**src/rtl/core/muart_pkg.sv**
```systemverilog
// Shared types and constants for the serial receive path with its FIFO.
// Used by muart_fifo and midi_uart_receiver_with_fifo; depends on nothing else.

package muart_pkg;

	localparam int FIFO_DEPTH = 256;
	localparam int FIFO_AW    = (FIFO_DEPTH > 1) ? $clog2(FIFO_DEPTH) : 1;
	localparam int FIFO_CW    = $clog2(FIFO_DEPTH + 1);

	// Bus offsets
	localparam logic [7:0] OFS_CONTROL = 8'h04;
	localparam logic [7:0] OFS_STATUS  = 8'h06;
	localparam logic [7:0] OFS_RXDATA  = 8'h07;

	// Control and status codes
	localparam logic [7:0] MASTER_RESET = 8'h03;
	localparam logic [7:0] ST_RDRF      = 8'h01;
	localparam logic [7:0] ST_ENABLED   = 8'h02;

	typedef enum logic [1:0] {
		KIND_READ  = 2'd0,
		KIND_WRITE = 2'd1,
		KIND_RX    = 2'd2,
		KIND_TICK  = 2'd3
	} kind_t;

	typedef struct packed {
		logic push;
		logic pop;
		logic clear;
	} fifo_ctl_t;

	typedef struct packed {
		logic full;
		logic empty;
	} fifo_stat_t;

endpackage

```
**src/rtl/core/muart_fifo.sv**
```systemverilog
// Receive ring FIFO: one memory, write and read pointers, fill count.
// The head entry is prefetched into a register. Depends on muart_pkg.

module muart_fifo (
	input  logic                   clk,
	input  logic                   arst_n,
	input  muart_pkg::fifo_ctl_t   ctl,
	input  logic [7:0]             wdata,
	output logic [7:0]             head,
	output muart_pkg::fifo_stat_t  stat
);

	logic [7:0] mem [muart_pkg::FIFO_DEPTH];

	logic [muart_pkg::FIFO_AW-1:0] wr_ptr_q, wr_ptr_d;
	logic [muart_pkg::FIFO_AW-1:0] rd_ptr_q, rd_ptr_d;
	logic [muart_pkg::FIFO_CW-1:0] count_q, count_d;
	logic [7:0]                    head_q;

	function automatic logic [muart_pkg::FIFO_AW-1:0] ptr_next(
		input logic [muart_pkg::FIFO_AW-1:0] p
	);
		if (p == muart_pkg::FIFO_AW'(muart_pkg::FIFO_DEPTH - 1))
			return '0;
		return p + muart_pkg::FIFO_AW'(1);
	endfunction

	always_comb begin
		wr_ptr_d = wr_ptr_q;
		rd_ptr_d = rd_ptr_q;
		count_d  = count_q;
		if (ctl.clear) begin
			wr_ptr_d = '0;
			rd_ptr_d = '0;
			count_d  = '0;
		end else if (ctl.push) begin
			wr_ptr_d = ptr_next(wr_ptr_q);
			count_d  = count_q + muart_pkg::FIFO_CW'(1);
		end else if (ctl.pop) begin
			rd_ptr_d = ptr_next(rd_ptr_q);
			count_d  = count_q - muart_pkg::FIFO_CW'(1);
		end
	end

	always_ff @(posedge clk or negedge arst_n) begin
		if (!arst_n) begin
			wr_ptr_q <= '0;
			rd_ptr_q <= '0;
			count_q  <= '0;
		end else begin
			wr_ptr_q <= wr_ptr_d;
			rd_ptr_q <= rd_ptr_d;
			count_q  <= count_d;
		end
	end

	always_ff @(posedge clk) begin
		if (ctl.push)
			mem[wr_ptr_q] <= wdata;
	end

	// Prefetch the entry at the next read pointer; forward a write to that same entry
	always_ff @(posedge clk) begin
		if (ctl.push && (wr_ptr_q == rd_ptr_d))
			head_q <= wdata;
		else
			head_q <= mem[rd_ptr_d];
	end

	assign head       = head_q;
	assign stat.full  = (count_q == muart_pkg::FIFO_CW'(muart_pkg::FIFO_DEPTH));
	assign stat.empty = (count_q == '0);

endmodule

```
**src/rtl/core/midi_uart_receiver_with_fifo.sv**
```systemverilog
// Receive side of an ACIA-style serial port with a 256-entry receive FIFO.
// Depends on muart_pkg and muart_fifo.

// One request is taken every clock cycle when the result side keeps up; each
// request gives exactly one result, registered in the input register and then
// the result register. The FIFO memory has one write and one read port; its
// head entry is prefetched into a register so a tick moves it into the data
// register without waiting on the memory. FIFO contents need no clearing after
// reset: the fill count guards every read. A result waiting on a stalled output
// does not block the next request from entering the input register.

module midi_uart_receiver_with_fifo (
	input  logic       clk,
	input  logic       arst_n,
	input  logic       in_valid,
	output logic       in_stall,
	input  logic [1:0] kind,
	input  logic [7:0] offset,
	input  logic [7:0] data,
	output logic       out_valid,
	input  logic       out_stall,
	output logic [7:0] read_data,
	output logic       irq_line,
	output logic       byte_dropped
);

	// Input register
	logic       valid_s1;
	logic [1:0] kind_s1;
	logic [7:0] offset_s1;
	logic [7:0] data_s1;

	// Port state
	logic [7:0] status_q, status_d;
	logic [7:0] rx_data_q, rx_data_d;
	logic       rx_full_q, rx_full_d;
	logic       irq_q, irq_d;

	// Result register
	logic       out_valid_q;
	logic [7:0] read_data_q;
	logic       irq_line_q;
	logic       byte_dropped_q;

	logic                  out_free;
	logic                  fire_s1;
	logic                  in_take;
	logic [7:0]            rd_d;
	logic                  dropped_d;
	muart_pkg::fifo_ctl_t  fctl;
	muart_pkg::fifo_stat_t fstat;
	logic [7:0]            fhead;

	assign out_free = !out_valid_q || !out_stall;
	assign fire_s1  = valid_s1 && out_free;
	assign in_stall = valid_s1 && !out_free;
	assign in_take  = in_valid && !in_stall;

	always_ff @(posedge clk or negedge arst_n) begin
		if (!arst_n)
			valid_s1 <= 1'b0;
		else if (in_take)
			valid_s1 <= 1'b1;
		else if (fire_s1)
			valid_s1 <= 1'b0;
	end

	always_ff @(posedge clk) begin
		if (in_take) begin
			kind_s1   <= kind;
			offset_s1 <= offset;
			data_s1   <= data;
		end
	end

	always_comb begin
		status_d   = status_q;
		rx_data_d  = rx_data_q;
		rx_full_d  = rx_full_q;
		irq_d      = irq_q;
		rd_d       = '0;
		dropped_d  = 1'b0;
		fctl.push  = 1'b0;
		fctl.pop   = 1'b0;
		fctl.clear = 1'b0;
		case (muart_pkg::kind_t'(kind_s1))
			muart_pkg::KIND_READ: begin
				if (offset_s1 == muart_pkg::OFS_STATUS) begin
					rd_d = status_q;
				end else if (offset_s1 == muart_pkg::OFS_RXDATA) begin
					rd_d      = rx_data_q;
					rx_full_d = 1'b0;
					status_d  = status_q & ~muart_pkg::ST_RDRF;
					irq_d     = 1'b0;
				end
			end
			muart_pkg::KIND_WRITE: begin
				if (offset_s1 == muart_pkg::OFS_CONTROL) begin
					if (data_s1 == muart_pkg::MASTER_RESET) begin
						status_d   = '0;
						rx_full_d  = 1'b0;
						irq_d      = 1'b0;
						fctl.clear = fire_s1;
					end else begin
						status_d = muart_pkg::ST_ENABLED;
					end
				end
			end
			muart_pkg::KIND_RX: begin
				if (fstat.full)
					dropped_d = 1'b1;
				else
					fctl.push = fire_s1;
			end
			muart_pkg::KIND_TICK: begin
				if (!rx_full_q && !fstat.empty) begin
					rx_data_d = fhead;
					fctl.pop  = fire_s1;
					rx_full_d = 1'b1;
					status_d  = status_q | muart_pkg::ST_RDRF;
					irq_d     = 1'b1;
				end
			end
			default: begin
				rd_d = '0;
			end
		endcase
	end

	always_ff @(posedge clk or negedge arst_n) begin
		if (!arst_n) begin
			status_q  <= '0;
			rx_data_q <= '0;
			rx_full_q <= 1'b0;
			irq_q     <= 1'b0;
		end else if (fire_s1) begin
			status_q  <= status_d;
			rx_data_q <= rx_data_d;
			rx_full_q <= rx_full_d;
			irq_q     <= irq_d;
		end
	end

	always_ff @(posedge clk or negedge arst_n) begin
		if (!arst_n)
			out_valid_q <= 1'b0;
		else if (out_free)
			out_valid_q <= valid_s1;
	end

	always_ff @(posedge clk) begin
		if (fire_s1) begin
			read_data_q    <= rd_d;
			irq_line_q     <= irq_d;
			byte_dropped_q <= dropped_d;
		end
	end

	muart_fifo u_fifo (
		.clk    (clk),
		.arst_n (arst_n),
		.ctl    (fctl),
		.wdata  (data_s1),
		.head   (fhead),
		.stat   (fstat)
	);

	assign out_valid    = out_valid_q;
	assign read_data    = read_data_q;
	assign irq_line     = irq_line_q;
	assign byte_dropped = byte_dropped_q;

	// The interrupt follows the receive-full flag exactly
	a_irq_tracks_full: assert property (@(posedge clk) disable iff (!arst_n)
		irq_q == rx_full_q)
		else $error("interrupt and receive-full flag disagree");

	a_drop_when_full: assert property (@(posedge clk) disable iff (!arst_n)
		(fire_s1 && (kind_s1 == muart_pkg::KIND_RX) && fstat.full)
		|=> (out_valid_q && byte_dropped_q))
		else $error("byte into a full FIFO not reported as dropped");

	a_tick_loads: assert property (@(posedge clk) disable iff (!arst_n)
		(fire_s1 && (kind_s1 == muart_pkg::KIND_TICK) && !rx_full_q && !fstat.empty)
		|=> (rx_full_q && irq_q && status_q[0]))
		else $error("tick with pending data did not load the data register");

endmodule

```
**config.mk**
```make
export PLATFORM = sky130hd
export DESIGN_NAME = midi_uart_receiver_with_fifo
export DESIGN_NICKNAME = d
export VERILOG_FILES = /design/src/rtl/core/muart_pkg.sv /design/src/rtl/core/muart_fifo.sv /design/src/rtl/core/midi_uart_receiver_with_fifo.sv
export SDC_FILE = /design/constraint.sdc
export NUM_CORES = 2
export LEC_CHECK = 0
export ABC_AREA = 1
export CORE_MARGIN = 2
export CORE_UTILIZATION = 45
export CTS_BUF_LIST = sky130_fd_sc_hd__clkbuf_4 sky130_fd_sc_hd__clkbuf_8
export DETAILED_ROUTE_END_ITERATION = 16
export DONT_BUFFER_PORTS = 1
export PLACE_DENSITY = 0.67
export SYNTH_ARGS = -nofsm -noshare
export SYNTH_HDL_FRONTEND = slang
export SYNTH_HIERARCHICAL = 1
export SYNTH_SLANG_ARGS = --single-unit
```
**constraint.sdc**
```tcl
create_clock -name clk -period 9.5 [get_ports clk]
set_input_delay 0.95 -clock clk [delete_from_list [all_inputs] [get_ports clk]]
set_output_delay 0.95 -clock clk [all_outputs]
set_load 0.01 [all_outputs]
```
Yosys cells after proc, flatten, opt, wreduce, memory -nomap -nowiden
Memory sizes are Yosys's and may differ from the RTL's. A register that Yosys moved wholly into a read port is not among the register bits.
Cells that the tools add are included.
Storage, ports and cells
  flip-flop bits (word level): 73
  RAM bits: 2048
  output and inout bits: 12
  word-level logic and storage cells: 110
  memories kept: 1
Memory list
  u_fifo.mem: words 256, width 8, read ports 1, clocked after Yosys merged registers in 1, write ports 1, RTL line muart_fifo.sv:13  | logic [7:0] mem [muart_pkg::FIFO_DEPTH];
Operators by class
  add/subtract/negate cells: 4
  equality and inequality tests: 15
  multiplexer cells: 51
  bitwise gates (word level): 2
  reductions and logical operators: 21
Operators by type and width (count)
  two-way mux 8 bit: 12
  two-way mux 1 bit: 32
  two-way mux 9 bit: 3
  == test 8 x 3 -> 1 bit, second input constant: 3
  case mux 8 bit (3 select lines): 1
  adder 8 x 1 -> 8 bit, second input constant: 2
  == test 8 bit, second input constant: 2
  != test 2 bit, second input constant: 5
  adder 9 x 1 -> 9 bit, second input constant: 1
  == test 9 bit, second input constant: 1
  zero test 9 bit: 1
  subtractor 9 x 1 -> 9 bit, second input constant: 1
  == test 8 x 2 -> 1 bit, second input constant: 1
  AND reduction 7 bit: 1
  zero test 1 bit: 6
  case mux 1 bit (3 select lines): 2
  AND reduction 6 bit: 1
  nonzero test 3 bit: 2
  AND reduction 5 bit: 1
  == test 2 bit, second input constant: 2
  logical AND 1 bit: 4
  nonzero test 2 bit: 2
  AND reduction 3 bit: 1
  == test 2 x 1 -> 1 bit, second input constant: 1
  4 further kinds: 5

Logic depth before layout (Yosys ltp)
  word-level depth: 12
  mapped depth: 17
  depth with buffers taken out: 14

Modules after synthesis
The synthesis kept the hierarchy.
By module, submodules not included
  muart_fifo: instances 1, cells an instance 7179, area each 84881.4 µm²
  midi_uart_receiver_with_fifo: instances 1, cells an instance 163, area each 1779.2 µm²

Worst setup path before layout
No wires, ideal clock.
  path kind: reg-to-reg
  start point: register data_s1[1]
  end point: register u_fifo/count_q[6] (netlist name)
  library setup time: 0.083 ns
  arrival time: 5.050 ns
  required time: 9.417 ns
  slack: 4.367 ns
  stages on the path, launching flop included: 13
  path buffers: 0
  clock period less this slack: 5.133 ns
  cells stage by stage: edfxtp_1 -> nand3_1 -> nor2_1 -> nand3_1 -> nor4_1 -> nor2_1 -> inv_1 -> nor2_1 -> nor2_1 -> inv_1 -> a21oi_1 -> o21ai_0 -> o21ai_0
RTL lines
  start: declaration: RTL line midi_uart_receiver_with_fifo.sv:31  | logic [7:0] data_s1;
  start signal: assignment: RTL line midi_uart_receiver_with_fifo.sv:72  | data_s1 <= data;
  end signal: assignment: RTL line muart_fifo.sv:53  | count_q <= count_d;
  end: declaration: RTL line muart_fifo.sv:17  | logic [muart_pkg::FIFO_CW-1:0] count_q, count_d;

==> flow_summary_export.csv <==
group,metric,value,unit
status,status,"complete, but fails checks",
status,violations,"slew limit",
drt,routed_wl,234.4,mm
placement,preCtsSetupSlack,4.878,ns
synthesis,postSynthCellCount,7342,
global_routing,overflow,0,
timing,finalHoldViolCount,0,
drt,via_count,57860,
cts,postCtsSetupBuffers,0,
setup_path,crit_buf_inv,3,
layout,drive_gt1_share,8.228,%
global_routing,grt_first_pass_wirelength,350.8,mm
setup_path,reg2regPathDepth,15,
setup_path,cpPeakStageDelay,0.73,ns
placement,io_buffers,0,
synthesis,syn-num-nets,7381,
global_routing,grt_pass1_vias,55500,
synthesis,ys_ff_latch,2123,
synthesis,synth_edf_count,2076,
layout,multi_input_area,20340,µm²
layout,stdcell_count,10080,
setup_path,cp_top_family,"buffers and inverters",
synthesis,syn_area,86660,µm²
timing,max_freq,209.0,MHz
synthesis,synth_area_per_cell,11.80,µm²
layout,seq_area,63490,µm²
floorplanning,die-area,196100,µm²
drt,ant_nets,0,
drt,avgViaCountPerCell,5.742,
setup_path,cp.depth,15,
global_routing,grt_max_degree,247,
floorplanning,core.rowCount,161,
drt,post_drt_wl_per_cell,23.27,µm
setup_path,crit_type,"reg2reg",
placement,place_area,88120,µm²
floorplanning,core,192000,µm²
power_and_ir_drop,finalPower,26.32,mW
synthesis,ys_warn_count,6,
cts,clkTransAtPathRegs,0.06,ns
job,maxCapViolCount,0,
placement,dp_hpwl,124.5,mm
power_and_ir_drop,power_density,277.6,nW/µm²
setup_path,timing.critical_path.required,10.42,ns
layout,fin_util,49.37,%
timing,fin_ws,4.715,ns
setup_path,cp_slowest_cell,"inv_16",
drt,drt_drc_violations_left,0,
placement,routabilityCongestion,0.8715,
layout,fill_cells,16500,
synthesis,yosysTopAreaCell,"edfxtp_1",
min_path,min_path_cells,2,
synthesis,async_flop_share,1.837,%
synthesis,yosysTopAreaCellShare,71.94,%
synthesis,synth_area_leaders,"edfxtp_1 (72%), nand3_1 (12%), nand2_1 (9.4%)",
timing,worstMarginPinSlew,1.606,ns
timing,slew_viol_final,106,
cts,cts_buffers,352,
power_and_ir_drop,p_leak,32.94,nW
global_routing,antenna_found_initial,7,
timing,period_share,50.37,%
floorplanning,io_pins,34,
timing,relSlewSlack,-7.067,%
synthesis,seq_area_frac_synth,73.25,%
layout,num-nets-final,7350,
synthesis,ys_types,37,
layout,synthToLayoutAreaGrowth,9.377,%
drt,first_pass_iters,6,
layout,layout_commonest_cell,"nand2_1",
timing,skew,0.09073,ns
setup_path,cp.arrival,5.70,ns
drt,drtIter0Drc,7967,
cts,tritoncts,"yes",
cts,cts.sinks,2123,
power_and_ir_drop,peakVddDrop,410.5,µV
placement,placed_cells,9462,
setup_path,worstSetupStartpointType,"register",
global_routing,grt_use_total,23.46,%
cts,htreeDepth,5,
setup_path,crit_chain,"inv_16 > buf_4 > buf_4 > nand2_1 > nand3_1 > nand3_1 > nand3_1 > nand3_1 > nand3_1 > nand3_1 > nand2_1 > nand2_1 > nand2_1 > nand2_1 > o21ai_0",
setup_path,path_max_fanout,246,
timing,setup_viol_count_final,0,
timing,min_period,4.785,ns
layout,final_cell_mix,"nand2_1 (2174), edfxtp_1 (2076), nand3_1 (2037)",
timing,hold_slack,0.1261,ns
floorplanning,die_h,442.8,µm
layout,stdcell_area,94790,µm²
cts,cts_root_buffer,"clkbuf_8",
cts,cts.path.max_buffers,4,
synthesis,synth_ff_type,"edfxtp_1",
setup_path,crit_path_frequent_cell,"nand3_1",
timing,final.setup.tns,0,ns
cts,clock_latency,1.05,ns
timing,grt_setup_unrepaired,"false",
min_path,hp-class,"in2reg",
setup_path,critPathCaptureType,"register",
floorplanning,start_util,45.14,%
floorplanning,die_w,442.8,µm
[report_power, final]
group	leakage [nW]	switching (mW)	internal [mW]
logic	10.3	6.03	2.12
registers	19.2	0.179	10.4
clock network	3.42	3.52	4.03
total	32.9	9.73	16.6
[state kept, by name, indices dropped and copies added, names as in the netlist, named ones only]
signal	cells
byte_dropped	1
data_s1	8
irq_line	1
irq_q	1
kind_s1	2
offset_s1	8
out_valid	1
read_data	8
rx_data_q	8
rx_full_q	1
status_q	2
u_fifo/count_q	9
u_fifo/mem	2048
u_fifo/rd_ptr_q	8
u_fifo/wr_ptr_q	8
valid_s1	1
[cell type report]
| type | count | share of cell area (%) |
|---|---|---|
| Antenna cell | 3 | 0.007920 |
| Clock buffer | 468 | 6.096 |
| Clock inverter | 122 | 0.6890 |
| Inverter | 94 | 0.4092 |
| Multi-Input combinational cell | 4641 | 21.46 |
| Sequential cell | 2123 | 66.98 |
| Tap cell | 2526 | 3.334 |
| Timing Repair Buffer | 99 | 1.016 |
[Yosys cell counts (4+ instances only)]
master    number
nand2_1     2174
edfxtp_1    2076
nand3_1     2037
nor2_1       317
buf_2        262
clkbuf_1     101
inv_1         89
buf_4         76
dfrtp_1       39
buf_1         37
o21ai_0       29
a21oi_1       17
ha_1          16
buf_6          8
dfxtp_1        8
nor3_1         8
o22ai_1        8
nand4_1        6
nand2_2        4
nor2_2         4
[logic make-up (layout without fill, tap and decap cells)]
kind of cell / count (synthesis) / in the layout / synth area share (%)
compound gates: 64 / 64 / 0.4144
other cells: 0 / 3 / 0
buf+inv: 578 / 783 / 3.283
flops: 2123 / 2123 / 73.25
simple gates: 4556 / 4556 / 22.76
xor+xnor: 4 / 4 / 0.04043
fa+ha+maj: 17 / 17 / 0.2541
[final timing paths]
| check | from | to | slack (ns) |
|---|---|---|---|
| worst min register to register | status_q[0]$_DFFE_PN0P_ | status_q[0]$_DFFE_PN0P_ | 0.49 |
| worst min-delay path | in_valid | valid_s1$_DFFE_PN0P_ | 0.13 |
| max in group asynchronous | arst_n | rx_data_q[7]$_DFFE_PN0P_ | 8.81 |
| min in group asynchronous | arst_n | rx_full_q$_DFFE_PN0P_ | 0.40 |
| worst max-delay path | register | rx_data_q[1]$_DFFE_PN0P_ | 4.72 |
| worst max register to register | register | rx_data_q[1]$_DFFE_PN0P_ | 4.72 |
[metal layers]
metal  up-vias  track usage, %  wire length, µm
met3       460           5.249            26040
met2      3241           36.02           107300
li1      25940               -                -
met1     28210           32.49            92090
met4         4           9.464             8975
met5         -               0               27
[repair_timing]
action	CTS	global route
hold buffers	21	0
gates resized for setup	0	0
endpoints found under the hold margin	58	0
No activity file was read; power rests on OpenSTA's default activity.
